--- src/rtl/scm_pkg.sv ---
// ---------------------------------------------------------------------------
// scm_pkg
// types, constants and command codes of the sphere collision merge block
// ---------------------------------------------------------------------------
package scm_pkg;

    localparam int MAX_PARTICLES = 64;
    localparam int IDX_W         = $clog2(MAX_PARTICLES);
    localparam int CNT_W         = $clog2(MAX_PARTICLES + 1);
    localparam int WORD_W        = 32;
    localparam int MUL_W         = WORD_W + 1;
    localparam int PROD_W        = 2 * MUL_W;
    localparam int CUBE_W        = 3 * WORD_W;
    localparam int ACC_W         = CUBE_W + 1;
    localparam int DIVIDEND_W    = 2 * WORD_W + 1;
    localparam int DIVISOR_W     = WORD_W + 1;
    localparam int BIT_W         = $clog2(WORD_W);

    localparam int OP_W = 4;
    localparam logic [OP_W-1:0] OP_NONE   = 4'd0;
    localparam logic [OP_W-1:0] OP_DX     = 4'd1;
    localparam logic [OP_W-1:0] OP_DY     = 4'd2;
    localparam logic [OP_W-1:0] OP_DZ     = 4'd3;
    localparam logic [OP_W-1:0] OP_DR     = 4'd4;
    localparam logic [OP_W-1:0] OP_VA     = 4'd5;
    localparam logic [OP_W-1:0] OP_VB     = 4'd6;
    localparam logic [OP_W-1:0] OP_VC     = 4'd7;
    localparam logic [OP_W-1:0] OP_VW     = 4'd8;
    localparam logic [OP_W-1:0] OP_CB_SET = 4'd9;
    localparam logic [OP_W-1:0] OP_Q0     = 4'd10;
    localparam logic [OP_W-1:0] OP_Q1     = 4'd11;
    localparam logic [OP_W-1:0] OP_Q2     = 4'd12;
    localparam logic [OP_W-1:0] OP_Q3     = 4'd13;
    localparam logic [OP_W-1:0] OP_FIN    = 4'd14;

    localparam logic [1:0] CTX_R1   = 2'd0;
    localparam logic [1:0] CTX_R2   = 2'd1;
    localparam logic [1:0] CTX_ROOT = 2'd2;

    typedef struct packed {
        logic [2:0][WORD_W-1:0] pos;
        logic [2:0][WORD_W-1:0] vel;
        logic [WORD_W-1:0]      mass;
        logic [WORD_W-1:0]      radius;
    } body_t;

    typedef struct packed {
        logic             load_wr;
        logic             wb_wr;
        logic [IDX_W-1:0] wr_addr;
        logic             rd_en;
        logic [IDX_W-1:0] rd_addr;
        logic             cur_load;
        logic             out_load;
        logic [OP_W-1:0]  op;
        logic [1:0]       k;
        logic [1:0]       ctx;
        logic [BIT_W-1:0] bit_idx;
    } scm_cmd_t;

    typedef struct packed {
        logic overlap;
        logic total_zero;
        logic div_busy;
    } scm_sts_t;

endpackage

--- src/rtl/scm_ctrl.sv ---
// ---------------------------------------------------------------------------
// scm_ctrl
// sequencer: loading, pair walk, merge steps and survivor output
// ---------------------------------------------------------------------------
module scm_ctrl (
    input  logic               clk,
    input  logic               rst_n,
    input  logic               start,
    input  logic               is_last,
    output logic               busy,
    output scm_pkg::scm_cmd_t  cmd,
    input  scm_pkg::scm_sts_t  sts,
    output logic               out_valid,
    output logic               out_last
);
    import scm_pkg::*;

    localparam logic [4:0] S_IDLE    = 5'd0;
    localparam logic [4:0] S_I_START = 5'd1;
    localparam logic [4:0] S_I_LOAD  = 5'd2;
    localparam logic [4:0] S_J_START = 5'd3;
    localparam logic [4:0] S_DX      = 5'd4;
    localparam logic [4:0] S_DY      = 5'd5;
    localparam logic [4:0] S_DZ      = 5'd6;
    localparam logic [4:0] S_DR      = 5'd7;
    localparam logic [4:0] S_DCMP    = 5'd8;
    localparam logic [4:0] S_VA      = 5'd9;
    localparam logic [4:0] S_VB      = 5'd10;
    localparam logic [4:0] S_VC      = 5'd11;
    localparam logic [4:0] S_VW      = 5'd12;
    localparam logic [4:0] S_CB_SET  = 5'd13;
    localparam logic [4:0] S_Q0      = 5'd14;
    localparam logic [4:0] S_Q1      = 5'd15;
    localparam logic [4:0] S_Q2      = 5'd16;
    localparam logic [4:0] S_Q3      = 5'd17;
    localparam logic [4:0] S_FIN     = 5'd18;
    localparam logic [4:0] S_O_START = 5'd19;
    localparam logic [4:0] S_O_EMIT  = 5'd20;

    logic [4:0]               state_reg, state_next;
    logic [CNT_W-1:0]         cnt_reg, cnt_next;
    logic [CNT_W-1:0]         i_reg, i_next;
    logic [CNT_W-1:0]         j_reg, j_next;
    logic [1:0]               k_reg, k_next;
    logic [1:0]               ctx_reg, ctx_next;
    logic [BIT_W-1:0]         bit_reg, bit_next;
    logic [MAX_PARTICLES-1:0] alive_reg, alive_next;
    logic                     valid_reg, valid_next;
    logic                     last_reg, last_next;
    logic [MAX_PARTICLES-1:0] upper;
    logic                     full;

    assign busy      = (state_reg != S_IDLE);
    assign out_valid = valid_reg;
    assign out_last  = last_reg;
    assign full      = (cnt_reg >= CNT_W'(MAX_PARTICLES));
    assign upper     = alive_reg >> i_reg[IDX_W-1:0];

    always_comb
    begin
        state_next = state_reg;
        cnt_next   = cnt_reg;
        i_next     = i_reg;
        j_next     = j_reg;
        k_next     = k_reg;
        ctx_next   = ctx_reg;
        bit_next   = bit_reg;
        alive_next = alive_reg;
        valid_next = 1'b0;
        last_next  = last_reg;

        cmd         = '0;
        cmd.k       = k_reg;
        cmd.ctx     = ctx_reg;
        cmd.bit_idx = bit_reg;

        unique case (state_reg)
            S_IDLE:
            begin
                if (start)
                begin
                    if (!full)
                    begin
                        cmd.load_wr = 1'b1;
                        cmd.wr_addr = cnt_reg[IDX_W-1:0];
                        alive_next[cnt_reg[IDX_W-1:0]] = 1'b1;
                        cnt_next = cnt_reg + CNT_W'(1);
                    end
                    if (is_last)
                    begin
                        i_next     = '0;
                        state_next = S_I_START;
                    end
                end
            end
            S_I_START:
            begin
                priority if (i_reg >= cnt_reg)
                begin
                    i_next     = '0;
                    state_next = S_O_START;
                end
                else if (!alive_reg[i_reg[IDX_W-1:0]])
                    i_next = i_reg + CNT_W'(1);
                else
                begin
                    cmd.rd_en   = 1'b1;
                    cmd.rd_addr = i_reg[IDX_W-1:0];
                    state_next  = S_I_LOAD;
                end
            end
            S_I_LOAD:
            begin
                cmd.cur_load = 1'b1;
                j_next       = i_reg + CNT_W'(1);
                state_next   = S_J_START;
            end
            S_J_START:
            begin
                priority if (j_reg >= cnt_reg)
                begin
                    cmd.wb_wr   = 1'b1;
                    cmd.wr_addr = i_reg[IDX_W-1:0];
                    i_next      = i_reg + CNT_W'(1);
                    state_next  = S_I_START;
                end
                else if (!alive_reg[j_reg[IDX_W-1:0]])
                    j_next = j_reg + CNT_W'(1);
                else
                begin
                    cmd.rd_en   = 1'b1;
                    cmd.rd_addr = j_reg[IDX_W-1:0];
                    state_next  = S_DX;
                end
            end
            S_DX:
            begin
                cmd.op     = OP_DX;
                state_next = S_DY;
            end
            S_DY:
            begin
                cmd.op     = OP_DY;
                state_next = S_DZ;
            end
            S_DZ:
            begin
                cmd.op     = OP_DZ;
                state_next = S_DR;
            end
            S_DR:
            begin
                cmd.op     = OP_DR;
                state_next = S_DCMP;
            end
            S_DCMP:
            begin
                priority if (!sts.overlap)
                begin
                    j_next     = j_reg + CNT_W'(1);
                    state_next = S_J_START;
                end
                else if (sts.total_zero)
                begin
                    // zero total mass keeps the velocity
                    ctx_next   = CTX_R1;
                    state_next = S_CB_SET;
                end
                else
                begin
                    k_next     = '0;
                    state_next = S_VA;
                end
            end
            S_VA:
            begin
                cmd.op     = OP_VA;
                state_next = S_VB;
            end
            S_VB:
            begin
                cmd.op     = OP_VB;
                state_next = S_VC;
            end
            S_VC:
            begin
                cmd.op     = OP_VC;
                state_next = S_VW;
            end
            S_VW:
            begin
                if (!sts.div_busy)
                begin
                    cmd.op = OP_VW;
                    if (k_reg == 2'd2)
                    begin
                        ctx_next   = CTX_R1;
                        state_next = S_CB_SET;
                    end
                    else
                    begin
                        k_next     = k_reg + 2'd1;
                        state_next = S_VA;
                    end
                end
            end
            S_CB_SET:
            begin
                cmd.op     = OP_CB_SET;
                state_next = S_Q0;
            end
            S_Q0:
            begin
                cmd.op     = OP_Q0;
                state_next = S_Q1;
            end
            S_Q1:
            begin
                cmd.op     = OP_Q1;
                state_next = S_Q2;
            end
            S_Q2:
            begin
                cmd.op     = OP_Q2;
                state_next = S_Q3;
            end
            S_Q3:
            begin
                cmd.op = OP_Q3;
                unique case (ctx_reg)
                    CTX_R1:
                    begin
                        ctx_next   = CTX_R2;
                        state_next = S_CB_SET;
                    end
                    CTX_R2:
                    begin
                        ctx_next   = CTX_ROOT;
                        bit_next   = '1;
                        state_next = S_CB_SET;
                    end
                    default:
                    begin
                        if (bit_reg == '0)
                            state_next = S_FIN;
                        else
                        begin
                            bit_next   = bit_reg - BIT_W'(1);
                            state_next = S_CB_SET;
                        end
                    end
                endcase
            end
            S_FIN:
            begin
                cmd.op = OP_FIN;
                alive_next[j_reg[IDX_W-1:0]] = 1'b0;
                j_next     = j_reg + CNT_W'(1);
                state_next = S_J_START;
            end
            S_O_START:
            begin
                priority if (i_reg >= cnt_reg)
                begin
                    alive_next = '0;
                    cnt_next   = '0;
                    state_next = S_IDLE;
                end
                else if (!alive_reg[i_reg[IDX_W-1:0]])
                    i_next = i_reg + CNT_W'(1);
                else
                begin
                    cmd.rd_en   = 1'b1;
                    cmd.rd_addr = i_reg[IDX_W-1:0];
                    state_next  = S_O_EMIT;
                end
            end
            S_O_EMIT:
            begin
                cmd.out_load = 1'b1;
                valid_next   = 1'b1;
                last_next    = !(|upper[MAX_PARTICLES-1:1]);
                i_next       = i_reg + CNT_W'(1);
                state_next   = S_O_START;
            end
            default:
                state_next = S_IDLE;
        endcase
    end

    always_ff @(posedge clk or negedge rst_n)
    begin
        if (!rst_n)
        begin
            state_reg <= S_IDLE;
            cnt_reg   <= '0;
            i_reg     <= '0;
            j_reg     <= '0;
            k_reg     <= '0;
            ctx_reg   <= CTX_R1;
            bit_reg   <= '0;
            alive_reg <= '0;
            valid_reg <= 1'b0;
            last_reg  <= 1'b0;
        end
        else
        begin
            state_reg <= state_next;
            cnt_reg   <= cnt_next;
            i_reg     <= i_next;
            j_reg     <= j_next;
            k_reg     <= k_next;
            ctx_reg   <= ctx_next;
            bit_reg   <= bit_next;
            alive_reg <= alive_next;
            valid_reg <= valid_next;
            last_reg  <= last_next;
        end
    end

endmodule

--- config.mk ---
export PLATFORM = sky130hd
export DESIGN_NAME = scm_ctrl
export DESIGN_NICKNAME = d
export VERILOG_FILES = /design/src/rtl/scm_pkg.sv /design/src/rtl/scm_ctrl.sv
export SDC_FILE = /design/constraint.sdc
export NUM_CORES = 1
export LEC_CHECK = 0
export ABC_AREA = 0
export BUFFER_PORTS_ARGS = -buffer_cell sky130_fd_sc_hd__buf_2
export CAP_MARGIN = 25
export CORE_AREA = 2 2 152 154
export CTS_CLUSTER_DIAMETER = 100
export DETAILED_ROUTE_END_ITERATION = 10
export DIE_AREA = 0 0 154 156
export PLACE_DENSITY = 0.61
export SYNTH_ARGS = -nofsm -noshare
export SYNTH_HDL_FRONTEND = slang
export SYNTH_SLANG_ARGS = --single-unit
--- constraint.sdc ---
create_clock -name clk -period 4.9 [get_ports clk]
set_input_delay 0.98 -clock clk [delete_from_list [all_inputs] [get_ports clk]]
set_output_delay 0.98 -clock clk [all_outputs]
set_load 0.005 [all_outputs]
; ---- Word-level counts from Yosys, hierarchy flattened
; Index checks and enable logic that the tools add are counted.
[totals]
wordCells = 167
in_bits = 7
reg_bits = 101
[classes]
addsub = 5
n_shift = 1
n_lt_le_gt_ge = 8
eq_ne = 42
muxes = 72
bitwise = 4
reduce_logical = 25
[op_table]
columns = operator, n
row1 = $mux W64, 3
row2 = $pmux W64 S3, 1
row3 = $mux W7, 17
row4 = $pmux W5 S20, 1
row5 = $and A64 B64 Y64, 1
row6 = $not A64 Y64, 1
row7 = $or A64 B64 Y64, 1
row8 = $shr A64 B6 Y64, 1
row9 = $reduce_or A63 Y1, 1
row10 = $mux W5, 12
row11 = $pmux W4 S14, 1
row12 = $eq A5 B4 Y1 const B, 8
row13 = $pmux W7 S5, 1
row14 = $ne A2 B2 Y1 const B, 15
row15 = $pmux W7 S2, 2
row16 = $pmux W7 S4, 1
row17 = $eq A5 B5 Y1 const B, 5
row18 = $add A7 B1 Y7 const B, 3
row19 = $lt A6 B7 Y1 const B, 3
row20 = $eq A5 B3 Y1 const B, 4
row21 = $mux W2, 8
row22 = $ge A7 B7 Y1, 2
row23 = $bmux W1 S6, 2
row24 = $demux W1 S6, 2
row25 = other kinds (32), 61

; ---- Longest topological paths before layout
[logic_depth]
depth_word = 8
ltp_mapped = 14

; ---- Least setup slack after synthesis
; No wires, ideal clock.
[synth_timing]
path_type = register to output
startpoint = register i_reg[0]
endpoint = output port cmd[16] (netlist bit)
setup_slack_ns = 0.699
t_arrival_ns = 3.221
n_path_buf = 3
path_stages_with_launch = 13
path_cell_list = dfrtp_1 > buf_2 > inv_2 > buf_1 > clkbuf_1 > ha_1 > nand2b_1 > a21o_1 > a21o_1 > a221oi_1 > o21a_1 > and2_1 > a22o_1
[synth_lines]
columns = element, line_no
row1 = "start, declared", scm_ctrl.sv:42  ; logic [CNT_W-1:0] i_reg, i_next;
row2 = "start signal, assigned", scm_ctrl.sv:310  ; i_reg <= i_next;
row3 = "end, declared", scm_ctrl.sv:11  ; output scm_pkg::scm_cmd_t cmd,

==> impl_metrics.json <==
{
  "slowest_stage": "dfrtp_4",
  "power-per-cell-area_nw_per_um2": 430,
  "path_class": "register to output port",
  "largest_reg_flops": 64,
  "tightest_slew_ns": 0.887,
  "synth-seq-area-share_pct": 25.3,
  "die_h_um": 156,
  "die-area_um2": 24000,
  "synth_edf_count": 0,
  "status": "finished clean",
  "synthMuxAreaShare_pct": 20.5,
  "critPathBufInv": 2,
  "seqPwrFrac_pct": 29.2,
  "hp-class": "input port to asynchronous set/reset pin",
  "fp.coreArea_um2": 22400,
  "dpl.hpwl_mm": 26.1,
  "cp.required_ns": 3.92,
  "cap_violations": 0,
  "ctsHoldBuffers": 0,
  "final_max_slew_viol_count": 0,
  "path_max_fanout": 48,
  "diodes": 0,
  "yosys_warnings": 0,
  "syn_to_final_growth_pct": 5.76,
  "ant_nets": 0,
  "drt-total-wl_mm": 37.8,
  "switching_share_pct": 47.8,
  "crit_path_start_kind": "register",
  "drc_errors": 0,
  "final_cell_mix": "o21ai_0, nor2_1, dfrtp_1",
  "fin_nets": 1176,
  "skew_ns": 0.0176,
  "synth-compound-area-share_pct": 25.8,
  "cts-root-buf": "clkbuf_16",
  "cts_tree": "yes",
  "cellLeakagePower_nw": 3.63,
  "portBuffers": 39,
  "post_drt_via_cell_ratio": 7.01,
  "initial_utilization_pct": 44.6,
  "routabilityCongestion": 0.994,
  "clk_pin_slew_ns": 0.09,
  "drtIter0Drc": 1508,
  "fmax_mhz": 214,
  "synth_xor_xnor_area_share_pct": 0.877,
  "grt_pass1_wl_mm": 58.2,
  "ys_seq_elements": 101,
  "numCtsBuffers": 9,
  "cts_resized": 0,
  "ff2ff_path_depth": 7,
  "syn_avg_cell_area_um2": 8.50,
  "fin_crit_sh_pct": 95.3,
  "antenna_found_initial": 0,
  "syn_area_um2": 9990,
  "cts_max_level": 3,
  "rsz0062_at_grt": "no",
  "drive_above_1_share_pct": 14.7,
  "ys.flop_type": "dfrtp_1",
  "cts_sinks": 101,
  "grt_max_degree": 71,
  "yosys.cell_types.count": 86,
  "synthAdderAreaFrac_pct": 2.63,
  "dr.pass1.iters": 6,
  "p_comb_share_pct": 53.5,
  "fp.dieW_um": 154,
  "slew-limit-headroom_pct": 40.8,
  "crit_family": "flip-flops",
  "setup_violations": 0,
  "p_int_mw": 2.37,
  "cts_setup_buffers": 0,
  "reg2reg_to": "cnt_reg[5]",
  "grt_pass1_vias": 9454,
  "clkPwrFrac_pct": 17.3,
  "cp_data_arrival_time_ns": 3.69,
  "max-clock-path-buffers": 2,
  "peakVddDrop_mv": 0.257,
  "reg2reg_from": "state_reg[2]",
  "critPathMostFrequentCell": "mux4_2",
  "crit_chain": "buf_4 -> mux4_2 -> mux4_2 -> a2bb2oi_1 -> nand3_1 -> nand2b_4 -> and2_1 -> a22o_1 -> buf_2",
  "hold_violations": 0,
  "io_pins": 40,
  "cpPeakStageDelay_ns": 0.89,
  "grt_usage_pct": 31.6,
  "switchingPower_mw": 2.17,
  "route.vias.total": 10082,
  "netlist_instances": 1175,
  "cp-end-kind": "output port",
  "async_reset_ff_share_pct": 100,
  "syn_nets": 1203,
  "overflow": 0,
  "drt-wirelength-per-cell_um": 26.3,
  "rows": 55,
  "post-route-util_pct": 47.2,
  "synth_top_family_by_area": "compound AO/OA/AOI/OAI gates",
  "fin_tns_setup_ns": 0,
  "min_period_ns": 4.67,
  "r2r_slack_ns": 1.06,
  "final_common_cell": "o21ai_0",
  "synth-simple-area-share_pct": 18.8,
  "clock_latency_ns": 0.37
}
[worst reg2reg max path, cell delays in order (launching register included)]
cell and delay (ns):
dfrtp_1 0.63, nor2_1 0.63, nand4_1 0.58, inv_1 0.47, nand4_1 0.74, nor3_1 0.44, xnor2_1 0.16, nor2_1 0.05
[power groups by stage]
stage / logic [mW] / registers, mW / clock network (mW)
after floorplan: 2.12 / 1.04 / 0
after global placement: 2.35 / 1.32 / 0
after detailed placement: 2.37 / 1.33 / 0
after CTS: 2.38 / 1.31 / 0.785
after global routing: 2.63 / 1.36 / 0.826
final: 2.43 / 1.33 / 0.785
[cell families (layout without fill, tap and decap cells)]
kind of cell    Yosys count  in the layout
xor+xnor                 10             10
flops                   101            101
compound gates          391            391
buf+inv                 128            106
simple gates            376            376
mux                     148            148
fa+ha+maj                21             21
[synth_stat cells (11+ instances only)]
library cell  instances  area [µm²]
nand3_1              36         180
mux2i_1              67         671
a211oi_1             13        97.6
mux2_1               11         124
mux2_2               29         327
and2_1               12        75.1
nand2_1              74         278
dfrtp_1             101        2530
a32oi_1              12         105
clkbuf_1             61         229
nand2b_1             15        93.8
mux4_2               32         721
o22ai_1              73         457
o21ai_0             114         571
nor2b_1              15        93.8
a21oi_1              49         245
buf_2                20         100
nor3_1               49         245
inv_1                21        78.8
nor2_1              102         383
o211ai_1             15         113
nand3b_1             11        82.6
ha_1                 21         263
[metrics by stage]
step                      setup WS (ns)  area, µm²  power, mW  hold WS [ns]  cells
after global placement            0.737      10200       3.68         0.522   1421
after CTS                         0.298      10500       4.48         0.537   1437
final                             0.229      10600       4.55         0.428   1438
after detailed placement          0.694      10200       3.70         0.519   1421
after floorplan                   0.699       9990       3.16         0.472   1175
after global routing             0.0992      10600       4.81         0.430   1438
[metal layers]
metal  up-vias  share of wire, %  global-route usage [%]
li1       4476                 -                       -
met1      4882                42                    44.6
met2       635                43                    46.4
met3        89                11                    8.83
met4         0               3.4                    11.2
met5         -                 0                       0
[layout make-up]
class	instances	area, µm²
clock buffers	9	225
clock inverters	7	87.6
fillers	2160	11800
inverters	27	101
multi-input cells	946	6860
flip-flops and latches	101	2530
well taps	285	357
repair buffers	63	398
[worst max-delay path by stage]
stage / from / end / slack (ns) / cells past startpoint
3_5_place_dp: i_reg[1] / cmd[16] / 0.69 / 9
4_1_cts: i_reg[1] / cmd[16] / 0.30 / 9
6_report: i_reg[1] / cmd[16] / 0.23 / 9
2_1_floorplan: i_reg[0] / cmd[16] / 0.70 / 12
3_3_place_gp: i_reg[1] / cmd[16] / 0.74 / 9
5_1_grt: i_reg[1] / cmd[16] / 0.1 / 9
(Power assumes the default switching activity.)
